## src/hdl/bsa_pkg.sv

```systemverilog
// ----------------------------------------------------------------------------
// bsa_pkg
// Shared types, codes and sizes of the bitmap slot allocator store.
// ----------------------------------------------------------------------------
package bsa_pkg;

	// Store geometry
	localparam int SLOTS      = 64;
	localparam int MAX_LAYERS = 8;
	localparam int MAX_DIM    = 64;

	localparam int SLOT_W  = $clog2(SLOTS);
	localparam int LAYER_W = $clog2(MAX_LAYERS);
	localparam int ELEM_W  = $clog2(MAX_DIM);
	localparam int ADDR_W  = LAYER_W + SLOT_W + ELEM_W;
	localparam int DEPTH   = SLOTS * MAX_LAYERS * MAX_DIM;

	// Config register widths
	localparam int CFG_SLOTS_W  = 7;
	localparam int CFG_LAYERS_W = 4;
	localparam int CFG_DIM_W    = 7;

	localparam int DATA_W   = 64;
	localparam int STATUS_W = 2;
	localparam int PADDR_W  = 4;
	localparam int PDATA_W  = 32;

	// Request codes
	typedef enum logic [1:0] {
		REQ_ALLOC   = 2'd0,
		REQ_WRITE   = 2'd1,
		REQ_READ    = 2'd2,
		REQ_RELEASE = 2'd3
	} req_t;

	// Status codes
	typedef enum logic [STATUS_W-1:0] {
		ST_OK      = 2'd0,
		ST_NO_FREE = 2'd1,
		ST_RANGE   = 2'd2
	} status_t;

	// Register indexes (word address)
	typedef enum logic [1:0] {
		REG_SLOTS  = 2'd0,
		REG_LAYERS = 2'd1,
		REG_DIM    = 2'd2
	} reg_idx_t;

	// Free map request from the front end
	typedef struct packed {
		logic                   alloc;
		logic                   release_en;
		logic [SLOT_W-1:0]      rel_slot;
		logic [CFG_SLOTS_W-1:0] slots_cfg;
	} fm_req_t;

	// Free map answer
	typedef struct packed {
		logic              found;
		logic [SLOT_W-1:0] idx;
		logic              full_next;
	} fm_rsp_t;

endpackage

```

## src/hdl/bsa_free_map.sv

```systemverilog
// ----------------------------------------------------------------------------
// bsa_free_map
// One free bit per slot, lowest-free search, allocate/release update and
// full flag for the map as it stands after the current request.
// ----------------------------------------------------------------------------
module bsa_free_map (
	input  logic             clk,
	input  logic             arst_n,
	input  bsa_pkg::fm_req_t req,
	output bsa_pkg::fm_rsp_t rsp
);

	logic [bsa_pkg::SLOTS-1:0]  free_q;
	logic [bsa_pkg::SLOTS-1:0]  free_nxt;
	logic [bsa_pkg::SLOTS-1:0]  offer_mask;
	logic [bsa_pkg::SLOTS-1:0]  cand;
	logic [bsa_pkg::SLOT_W-1:0] low_idx;

	// Slots currently offered
	always_comb begin
		for (int i = 0; i < bsa_pkg::SLOTS; i++) begin
			offer_mask[i] = (bsa_pkg::CFG_SLOTS_W'(i) < req.slots_cfg);
		end
	end

	assign cand = free_q & offer_mask;

	// Priority encoder: lowest free offered slot
	always_comb begin
		low_idx = '0;
		for (int i = bsa_pkg::SLOTS - 1; i >= 0; i--) begin
			if (cand[i]) begin
				low_idx = bsa_pkg::SLOT_W'(i);
			end
		end
	end

	// Next map
	always_comb begin
		free_nxt = free_q;
		if (req.alloc && (|cand)) begin
			free_nxt[low_idx] = 1'b0;
		end
		if (req.release_en) begin
			free_nxt[req.rel_slot] = 1'b1;
		end
	end

	always_ff @(posedge clk or negedge arst_n) begin
		if (!arst_n) begin
			free_q <= '1;
		end else begin
			free_q <= free_nxt;
		end
	end

	assign rsp.found     = |cand;
	assign rsp.idx       = low_idx;
	assign rsp.full_next = ~|(free_nxt & offer_mask);

endmodule

```

## config.mk

```make
export PLATFORM = sky130hd
export DESIGN_NAME = bsa_free_map
export DESIGN_NICKNAME = d
export VERILOG_FILES = /design/src/hdl/bsa_pkg.sv /design/src/hdl/bsa_free_map.sv
export SDC_FILE = /design/constraint.sdc
export NUM_CORES = 1
export LEC_CHECK = 0
export BUFFER_PORTS_ARGS = -buffer_cell sky130_fd_sc_hd__buf_2
export CAP_MARGIN = 20
export CELL_PAD_IN_SITES_DETAIL_PLACEMENT = 0
export CELL_PAD_IN_SITES_GLOBAL_PLACEMENT = 1
export CORE_MARGIN = 10
export CORE_UTILIZATION = 49
export DETAILED_ROUTE_END_ITERATION = 8
export PLACE_DENSITY = 0.87
export SKIP_LAST_GASP = 1
export SLEW_MARGIN = 20
export SYNTH_ARGS = -nofsm -noshare
export SYNTH_HDL_FRONTEND = slang
export SYNTH_SLANG_ARGS = --single-unit
```

## constraint.sdc

```tcl
create_clock -name clk -period 6.8 [get_ports clk]
set_clock_uncertainty 0.05 [all_clocks]
set_input_delay 0.34 -clock clk [delete_from_list [all_inputs] [get_ports clk]]
set_output_delay 0.34 -clock clk [all_outputs]
set_load 0.1 [all_outputs]
```

## After elaboration in Yosys (flattened, before gate mapping)

Cells that the tools add are included.

- Register bits after elaboration: 64
- Input bits: 17
- Output and inout port bits: 8
- Word-level logic and storage cells: 150

- $lt $le $gt $ge: 68
- Muxes and demuxes: 70
- Bitwise gates (word level): 5
- Reduce and logical (&&, ||, !) cells: 6

Operators with widths:

| kind | number |
|---|---|
| $mux 6 | 64 |
| $lt 6x7->1 const A | 32 |
| $and 64x64->64 | 3 |
| $mux 64 | 2 |
| $reduce_or 64->1 | 2 |
| $lt 5x7->1 const A | 16 |
| $not 64->64 | 1 |
| $or 64x64->64 | 1 |
| $lt 4x7->1 const A | 8 |
| $lt 3x7->1 const A | 4 |
| $lt 1x7->1 const A | 2 |
| $lt 2x7->1 const A | 2 |
| $lt 6x7->1 const B | 2 |
| $demux 1 s6 | 2 |
| $ge 6x1->1 const B | 2 |
| $logic_and 1x1->1 | 3 |
| $mux 1 | 2 |
| $logic_not 1->1 | 1 |

## Depth between registers and ports, before layout

Gate-level depths: netlist of run 1.

- Depth in word-level cells: 78
- Mapped depth: 19
- Mapped depth without buffers: 15

## Least setup slack after synthesis of run 1

Ideal clock, no wire load.

- Path type: input-to-output
- Start: in req[4] (netlist name)
- End: out rsp[0] (netlist name)
- Arrival: 6.346 ns
- Path slack: 0.064 ns
- Stages on the path: 16
- Path buffers: 2
- Path through: buf_4 or4_4 buf_6 o21a_1 or2_4 nor2_1 o311ai_0 o21bai_1 inv_2 o21ai_1 o21a_1 or4_1 a311o_1 or4_1 or4_1 nor4_2

RTL lines:

| element | RTL line | source |
|---|---|---|
| start, declared | bsa_free_map.sv:9 | `input bsa_pkg::fm_req_t req,` |
| end, declared | bsa_free_map.sv:10 | `output bsa_pkg::fm_rsp_t rsp` |

==> run_results.csv, run 1 <==
group,metric,value,unit
synth,ys_warn_count,0,
floorplanning,rows,40,
floorplanning,die-area,17000,µm²
route,vias,7738,
finish,mostFrequentLayoutCells,"o21ai_0 (107), nand2_1 (77), dfstp_2 (64)",
timing,fin_crit_sh,99.1,%
worst_setup_path,crit_path_end_kind,"primary output",
route,post_drt_wl_per_cell,33.0,µm
finish,antennaDiodeCount,0,
floorplanning,io_pins,25,
finish,top_register,"free_q",
finish,area_growth,10.4,%
placement,io_buffers,24,
cts,htree_levels,3,
cts,clkTransAtPathRegs,0.06,ns
placement,dpl_cell_area,6270,µm²
synth,syn_area,5950,µm²
pwr,power.share.sequential,22.5,%
pwr,p_leak,0.00236,µW
synth,synth_edf_count,0,
finish,final_nets,815,
timing,worst_slew_pin_slew,0.911,ns
finish,mostFrequentLayoutCell,"o21ai_0",
route,ant_nets,0,
timing,setup_viol,0,
worst_hold_path,worstHoldPathType,"input port to flip-flop",
timing,slew_headroom,39.2,%
route,dr.pass1.iters,7,
timing,hold_viol,0,
synth,syn_nets,803,
synth,yosys.area.top_type_share,28.3,%
pwr,power_frac_clock,15.7,%
synth,synth-compound-area-share,42.1,%
timing,slew_violations,0,
synth,synth_fa_ha_area_share,0,%
worst_setup_path,crit_required,6.41,ns
floorplanning,dieHeight,130,µm
global_route,overflow,0,
finish,drive_above_1_share,21.5,%
route,initialDrtViolationCount,1818,
synth,avgSynthCellArea,7.57,µm²
global_route,grt_pass1_wl,45500,µm
worst_setup_path,path_max_fanout,26,
synth,synth_area_leaders,"dfstp_2 (28%), o21ai_0 (9.0%), nand2_1 (4.9%)",
synth,synth.distinct_cells,87,
synth,synth_xor_area_share,0,%
cts,cts_buffers,9,
synth,yosys.area_share.simple,24.3,%
synth,async_reset_ff_share,100,%
synth,muxShareOfSynthArea,0,%
cts,cts_tree,"yes",
synth,seq_area_frac_synth,28.3,%
synth,synth-main-ff-cell,"dfstp_2",
global_route,grt_max_degree,65,
worst_setup_path,startpoint_type,"input port",
timing,finalSetupTns,0,ns
timing,timing.fmax,148,MHz
pwr,sw_frac_of_total,56.2,%
global_route,grt_antenna_before_repair,1,
run_status,status,"complete, no violations",
cts,clockBufferDepth,2,
run,maxCapViolations,0,
worst_setup_path,arrival,6.35,ns
placement,place_hpwl,23300,µm
worst_setup_path,path_class,"input port to primary output",
route,wirelength,31300,µm
floorplanning,fp.dieW,130,µm
synth,synth-seq-cells,64,
global_route,track_usage,36.6,%
placement,place_congestion,1.14,
route,drc,0,
pwr,power_density,471,nW/µm²
synth,synth_top_area_cell,"dfstp_2",
finish,reg_top3,"free_q x64",
cts,root_buffer,"clkbuf_16",
route,via_per_inst,8.15,
pwr,power.switching,1740,µW
floorplanning,core-area,12000,µm²
pwr,power_frac_comb,61.8,%
cts,holdBufCountCts,0,
synth,synth_top_family_by_area,"compound AO/OA/AOI/OAI gates",
pwr,max-vdd-ir-drop,0.191,mV
finish,final_area,6570,µm²
cts,cts.sinks,64,
global_route,grt_pass1_vias,7109,
cts,clk_latency,0.35,ns
finish,largest_reg_flops,64,
timing,fin_crit,6.74,ns
floorplanning,initial_core_util,49.7,%
pwr,p_int,1360,µW
synth,syn_inst,786,
finish,utilization,54.9,%
timing,rsz0062_at_grt,"no",
==> power groups by stage <==
stage	Combinational [µW]	Clock [µW]	Sequential, µW
2_1_floorplan	1150	0	614
3_3_place_gp	1790	0	682
3_5_place_dp	1780	0	682
4_1_cts	1780	483	677
5_1_grt	1940	503	695
6_report	1910	486	697
==> cell type report <==
type,instances,area [µm²]
Fill cell,1148,5390
Multi-Input combinational cell,647,3950
Sequential cell,64,1680
Timing Repair Buffer,57,383
Clock buffer,11,243
Tap cell,147,184
Inverter,19,71.3
Clock inverter,5,56.3
==> routing by layer <==
metal,track usage (%),routed length [µm],up-vias
li1,-,-,3075
met1,46.1,11000,3572
met2,49.4,11900,848
met3,15.4,5630,241
met4,24.5,2760,2
met5,0,13,-
==> metrics by stage <==
step / worst slack, ns / total power (µW) / hold WS (ns) / instances
after floorplan: 0.0644 / 1760 / 0.142 / 786
after global placement: 0.239 / 2480 / 0.438 / 934
after detailed placement: 0.293 / 2460 / 0.444 / 934
after CTS: 0.250 / 2940 / 0.293 / 950
after global routing: 0.0404 / 3140 / 0.341 / 950
final: 0.0643 / 3100 / 0.294 / 950
==> critical path, stage by stage <==
cell       delay [ns]
buf_2            0.28
or3_1            0.73
o211a_1          0.36
or2_0            0.25
or4_1            0.55
o21ai_0          0.25
a41o_2           0.32
nand3_1          0.41
o31ai_1          0.49
a221oi_1         0.22
a2111oi_1        0.57
nand4_1          0.17
or4b_2           0.67
nor4_2           0.37
buf_4            0.19
buf_12           0.17
==> worst paths after layout <==
check	startpoint	end	slack (ns)	cells past startpoint
min in group asynchronous	arst_n	free_q[47]$_DFF_PN1_	0.54	2
setup / recovery	req[1]	rsp[0]	0.06	16
setup reg to reg	free_q[61]$_DFF_PN1_	free_q[37]$_DFF_PN1_	2.86	13
max in group asynchronous	arst_n	free_q[51]$_DFF_PN1_	6.04	2
hold reg to reg	free_q[28]$_DFF_PN1_	free_q[28]$_DFF_PN1_	0.46	1
hold / removal	req[12]	free_q[39]$_DFF_PN1_	0.29	3
==> cells in the mapped netlist, types with 5 or more instances <==
master     count
a211oi_1       8
a21o_1        15
a21oi_1       54
a221oi_1       6
a22oi_1        6
a2bb2oi_1      5
a31oi_1        6
a32oi_1        6
and2_1         5
and3_1        10
buf_2         14
clkbuf_1      35
dfstp_2       64
inv_1         17
nand2_1       77
nand2b_1       6
nand3_1       23
nand4_1        8
nor2_1        51
nor2b_1        6
nor3_1        19
nor4_1         5
o2111ai_1      8
o211ai_1      15
o21a_1        16
o21ai_0      107
o21ai_1       15
o21bai_1       6
o22ai_1       11
o31ai_1       27
o41ai_1        6
or2_2         10
or3_1         15
==> timing repair <==
action	4_1_cts	5_1_grt
endpoints found under the setup margin	0	1
gates resized for setup	0	1
setup buffers	0	0
==> kinds of logic after synthesis <==
logic type / after synthesis
flip-flops: 64
AO/OA/AOI/OAI: 373
AND/OR/NAND/NOR: 274
buffers and inverters: 75
Power figures use the tool's default switching activity.
==> run 2, diff against run 1 <==
ABC_CLOCK_PERIOD_IN_PS = 8280   (was not set)
GPL_TIMING_DRIVEN = 0   (was not set)
clock period = 8.28 ns   (was 6.8 ns; I/O delays follow)
==> run_results.csv, run 2 (synthesis results as in run 1) <==
group,metric,value,unit
worst_setup_path,crit_required,7.82,ns
finish,utilization,55.0,%
cts,cts_tree,"yes",
placement,place_congestion,1.12,
finish,area_growth,10.5,%
route,vias,7711,
cts,holdBufCountCts,0,
worst_setup_path,max_stage_delay,0.71,ns
global_route,grt_pass1_vias,7094,
worst_setup_path,path_class,"input port to primary output",
floorplanning,io_pins,25,
timing,finalSetupTns,0,ns
worst_setup_path,critPathLaunch,"req[6]",
cts,cts_setup_buffers,0,
worst_setup_path,cp_common_cell,"buf_2",
run_status,status,"complete, no violations",
pwr,max-vdd-ir-drop,0.202,mV
global_route,grt_antenna_before_repair,1,
floorplanning,die-area,17000,µm²
finish,fillCellCount,1196,
cts,cts_buffers,9,
cts,clk_latency,0.36,ns
worst_setup_path,reg2reg_depth,12,
placement,place_hpwl,24000,µm
finish,layout.cells.non_filler,973,
worst_setup_path,r2r_end,"free_q[59]$_DFF_PN1_",
floorplanning,fp.dieW,130,µm
finish,largest_reg_flops,64,
timing,hold_viol,0,
finish,final_nets,837,
timing,slew_headroom,32.8,%
worst_setup_path,critPathTopFamily,"simple AND/OR/NAND/NOR gates",
worst_setup_path,crit_path_end_kind,"primary output",
finish,top_register,"free_q",
global_route,track_usage,37.0,%
worst_setup_path,critPathCapture,"rsp[0]",
floorplanning,dieHeight,130,µm
timing,worst_slew_pin_slew,0.983,ns
global_route,grt_max_degree,36,
pwr,power_density,380,nW/µm²
timing,fin_crit_sh,91.1,%
cts,clockBufferDepth,2,
global_route,overflow,0,
cts,clkTransAtPathRegs,0.06,ns
route,dr.pass1.iters,8,
timing,timing.fmax,133,MHz
finish,regArea,1680,µm²
route,wirelength,31800,µm
floorplanning,initial_core_util,49.7,%
global_route,grt_pass1_wl,45300,µm
finish,drive_above_1_share,19.2,%
worst_hold_path,worstHoldPathType,"input port to asynchronous set/reset pin",
worst_setup_path,cp_num_buf_inv,6,
route,via_per_inst,7.92,
worst_setup_path,cp.depth,18,
cts,htree_levels,3,
worst_setup_path,crit_chain,"buf_2 -> buf_6 -> buf_2 -> clkbuf_1 -> nor2_1 -> a21oi_1 -> nor4_1 -> o21ai_0 -> o2111ai_1 -> nand3_1 -> clkbuf_1 -> o31ai_1 -> o21ai_0 -> a32oi_1 -> nand4_1 -> or4b_2 -> nor4_2 -> buf_2",
timing,hold_ws,0.241,ns
route,initialDrtViolationCount,1520,
timing,slew_violations,0,
floorplanning,core-area,12000,µm²
worst_setup_path,crit_slowest_cell,"nor2_1",
worst_setup_path,arrival,7.08,ns
route,post_drt_wl_per_cell,32.6,µm
floorplanning,rows,40,
route,ant_nets,0,
finish,mostFrequentLayoutCells,"o21ai_0 (107), nand2_1 (77), dfstp_2 (64)",
route,drc,0,
placement,io_buffers,22,
finish,reg_top3,"free_q x64",
placement,placedCellCount,956,
worst_setup_path,startpoint_type,"input port",
finish,mostFrequentLayoutCell,"o21ai_0",
cts,ctsResizeCount,0,
worst_setup_path,path_max_fanout,10,
cts,cts.sinks,64,
finish,multi_input_area,3960,µm²
run,maxCapViolations,0,
cts,root_buffer,"clkbuf_16",
timing,fin_crit,7.54,ns
timing,rsz0062_at_grt,"no",
timing,setup_viol,0,
pwr,p_leak,0.00232,µW
worst_setup_path,r2r_start,"free_q[28]$_DFF_PN1_",
worst_setup_path,r2r_setup_slack,4.13,ns
run 2: changes by cell type in the layout (fill, tap and decap cells not counted), sizes merged:
cell,change
buf,-13
inv,+3
clkinv,-1
clkbuf,+33
diode,+1
run 2: where the power goes:
| part | total (µW) | switching [µW] | internal, µW |
|---|---|---|---|
| sequential | 565 | 107 | 459 |
| clock | 409 | 173 | 236 |
| combinational | 1520 | 1180 | 342 |
| total | 2500 | 1460 | 1040 |
run 2: layer usage:
metal	share of wire (%)	global-route usage (%)
met5	0	0
met4	7.5	24.8
met3	17	15.3
met2	39	50.3
met1	36	46.6
run 2: worst min path at each step:
| stage | from | to | slack [ns] | cells past startpoint |
|---|---|---|---|---|
| CTS | arst_n | free_q[61]$_DFF_PN1_ | 0.26 | 1 |
| floorplan | arst_n | free_q[0]$_DFF_PN1_ | 0.22 | 0 |
| global placement | free_q[24]$_DFF_PN1_ | free_q[24]$_DFF_PN1_ | 0.43 | 2 |
| finish | arst_n | free_q[61]$_DFF_PN1_ | 0.24 | 1 |
| global route | arst_n | free_q[61]$_DFF_PN1_ | 0.28 | 1 |
| detailed placement | free_q[24]$_DFF_PN1_ | free_q[24]$_DFF_PN1_ | 0.44 | 2 |
run 2: stage by stage:
stage | cell area [µm²] | total power [µW] | setup WS (ns)
2_1_floorplan | 5950 | 1450 | 1.40
3_3_place_gp | 6240 | 1970 | 1.16
3_5_place_dp | 6270 | 1980 | 1.15
4_1_cts | 6570 | 2380 | 1.11
5_1_grt | 6570 | 2530 | 0.688
6_report | 6580 | 2500 | 0.738
run 2: worst register-to-register path, cell delays in order, from the launching register on:
cell and delay (ns):
dfstp_2 0.53, o311a_1 0.36, o21ai_0 0.17, a221oi_1 0.45, nand4_1 0.14, o211ai_1 0.23
and2_1 0.14, buf_2 0.28, clkbuf_1 0.66, clkbuf_1 0.57, or3_1 0.26, o21ai_0 0.12
nand2_1 0.12
run 2: final cells by class:
type / count / share of cell area [%]
Clock inverter: 7 / 1.18
Buffer: 56 / 3.75
Multi-Input combinational cell: 647 / 60.1
Sequential cell: 64 / 25.6
Tap cell: 147 / 2.80
Clock buffer: 9 / 3.42
Timing Repair Buffer: 23 / 2.02
Inverter: 19 / 1.08
Antenna cell: 1 / 0.0381
==> run 3, diff against run 2 <==
--- a/config.mk
+++ b/config.mk
@@ -15,5 +15,5 @@
 export DETAILED_ROUTE_END_ITERATION = 8
 export GPL_TIMING_DRIVEN = 0
-export PLACE_DENSITY = 0.87
+export PLACE_DENSITY = 0.91
 export SKIP_LAST_GASP = 1
 export SLEW_MARGIN = 20
--- a/constraint.sdc
+++ b/constraint.sdc
@@ -3,3 +3,3 @@
 set_input_delay 0.414 -clock clk [delete_from_list [all_inputs] [get_ports clk]]
 set_output_delay 0.414 -clock clk [all_outputs]
-set_load 0.1 [all_outputs]
+set_load 0.01 [all_outputs]
==> run_results.csv, run 3 (synthesis results as in run 1) <==
group,metric,value,unit
cts,htree_levels,3,
global_route,overflow,0,
floorplanning,io_pins,25,
route,dr.pass1.iters,7,
timing,hold_viol,0,
route,initialDrtViolationCount,1630,
global_route,track_usage,37.3,%
worst_setup_path,crit_slowest_cell,"or4b_2",
timing,hold_ws,0.240,ns
pwr,max-vdd-ir-drop,0.224,mV
worst_setup_path,arrival,6.72,ns
worst_setup_path,crit_chain,"clkbuf_1 -> a21o_1 -> clkbuf_1 -> o21ai_1 -> a41oi_1 -> a21oi_1 -> o311ai_0 -> o21bai_1 -> nand3_1 -> clkbuf_1 -> o31ai_1 -> o21ai_0 -> a32oi_1 -> nand4_1 -> or4b_2 -> nor4_2 -> buf_2",
timing,slew_headroom,35.1,%
placement,place_congestion,1.11,
finish,final_nets,837,
worst_setup_path,crit_required,7.82,ns
route,ant_nets,0,
cts,cts_setup_buffers,0,
placement,placedCellCount,956,
floorplanning,fp.dieW,130,µm
pwr,p_leak,0.00233,µW
global_route,grt_max_degree,39,
timing,rsz0062_at_grt,"no",
route,wirelength,31900,µm
finish,largest_reg_flops,64,
worst_setup_path,cp_common_cell,"clkbuf_1",
cts,holdBufCountCts,0,
worst_setup_path,startpoint_type,"input port",
cts,cts.sinks,64,
worst_setup_path,max_stage_delay,0.69,ns
worst_setup_path,path_max_fanout,10,
timing,fin_crit_sh,86.8,%
route,drc,0,
finish,antennaDiodeCount,0,
worst_setup_path,critPathLaunch,"req[0]",
worst_setup_path,crit_path_end_kind,"primary output",
cts,clk_latency,0.35,ns
pwr,power_density,355,nW/µm²
worst_setup_path,r2r_start,"free_q[28]$_DFF_PN1_",
floorplanning,initial_core_util,49.7,%
cts,ctsResizeCount,0,
placement,io_buffers,22,
worst_setup_path,reg2reg_depth,12,
worst_setup_path,r2r_end,"free_q[59]$_DFF_PN1_",
cts,clockBufferDepth,2,
worst_setup_path,path_class,"input port to primary output",
finish,utilization,55.0,%
finish,area_growth,10.6,%
timing,timing.fmax,139,MHz
timing,slew_violations,0,
finish,reg_top3,"free_q x64",
floorplanning,die-area,17000,µm²
timing,worst_slew_pin_slew,0.974,ns
run_status,status,"complete, no violations",
finish,mostFrequentLayoutCells,"o21ai_0 (107), nand2_1 (77), dfstp_2 (64)",
global_route,grt_pass1_vias,7032,
finish,mostFrequentLayoutCell,"o21ai_0",
route,vias,7702,
route,post_drt_wl_per_cell,32.9,µm
global_route,grt_pass1_wl,45900,µm
finish,drive_above_1_share,19.0,%
timing,finalSetupTns,0,ns
floorplanning,rows,40,
worst_setup_path,r2r_setup_slack,4.23,ns
worst_hold_path,worstHoldPathType,"input port to asynchronous set/reset pin",
finish,top_register,"free_q",
placement,place_hpwl,24100,µm
cts,clkTransAtPathRegs,0.05,ns
global_route,grt_antenna_before_repair,0,
finish,layout.cells.non_filler,970,
cts,cts_buffers,9,
cts,root_buffer,"clkbuf_16",
timing,setup_viol,0,
run,maxCapViolations,0,
floorplanning,core-area,12000,µm²
floorplanning,dieHeight,130,µm
route,via_per_inst,7.94,
timing,fin_crit,7.18,ns
cts,cts_tree,"yes",
==> run 3: changes by cell type in the layout (fill, tap and decap cells not counted), sizes merged <==
cell,previous run,this run
bufinv,1,2
clkbuf,44,45
clkinvlp,1,0
diode,1,0
inv,22,19
==> run 3: critical path, delay by kind of cell <==
family,cells,cell delay (ns)
AOI/OAI and AO/OA,9,2.95
buffers and inverters,4,1.59
and+or+nand+nor,4,1.75
==> run 3: routing by layer <==
| metal | global-route usage, % | wire length [µm] |
|---|---|---|
| met1 | 48.5 | 11600 |
| met4 | 22.2 | 2340 |
| met2 | 52.1 | 12600 |
| met3 | 12.7 | 5400 |
| met5 | 0 | 0 |
==> run 3: worst max path at each step <==
stage / endpoint / slack (ns) / cells after the start
after floorplan: rsp[0] / 3.18 / 15
after global placement: rsp[0] / 1.49 / 15
after detailed placement: rsp[0] / 1.50 / 15
after CTS: rsp[0] / 1.45 / 15
after global routing: rsp[0] / 1.08 / 15
final: rsp[0] / 1.10 / 17
==> run 3: layout make-up <==
class                           count  area (µm²)
Buffer                             56         246
Clock buffer                       10         239
Clock inverter                      4        70.1
Fill cell                        1168        5380
Inverter                           19        71.3
Multi-Input combinational cell    647        3960
Sequential cell                    64        1680
Tap cell                          147         184
Timing Repair Buffer               23         133
==> run 3: report_power, final <==
part	switching [µW]	internal (µW)	leakage, µW
clock network	154	267	0.000154
registers	112	459	0.000670
logic	1000	342	0.00150
total	1270	1070	0.00233
==> run 3: per-stage QoR <==
stage,worst slack (ns),power (µW),cell area [µm²]
after global routing,1.08,2370,6580
final,1.10,2340,6580
after floorplan,3.18,1270,5950
after CTS,1.45,2210,6580
after global placement,1.49,1780,6240
after detailed placement,1.50,1790,6270
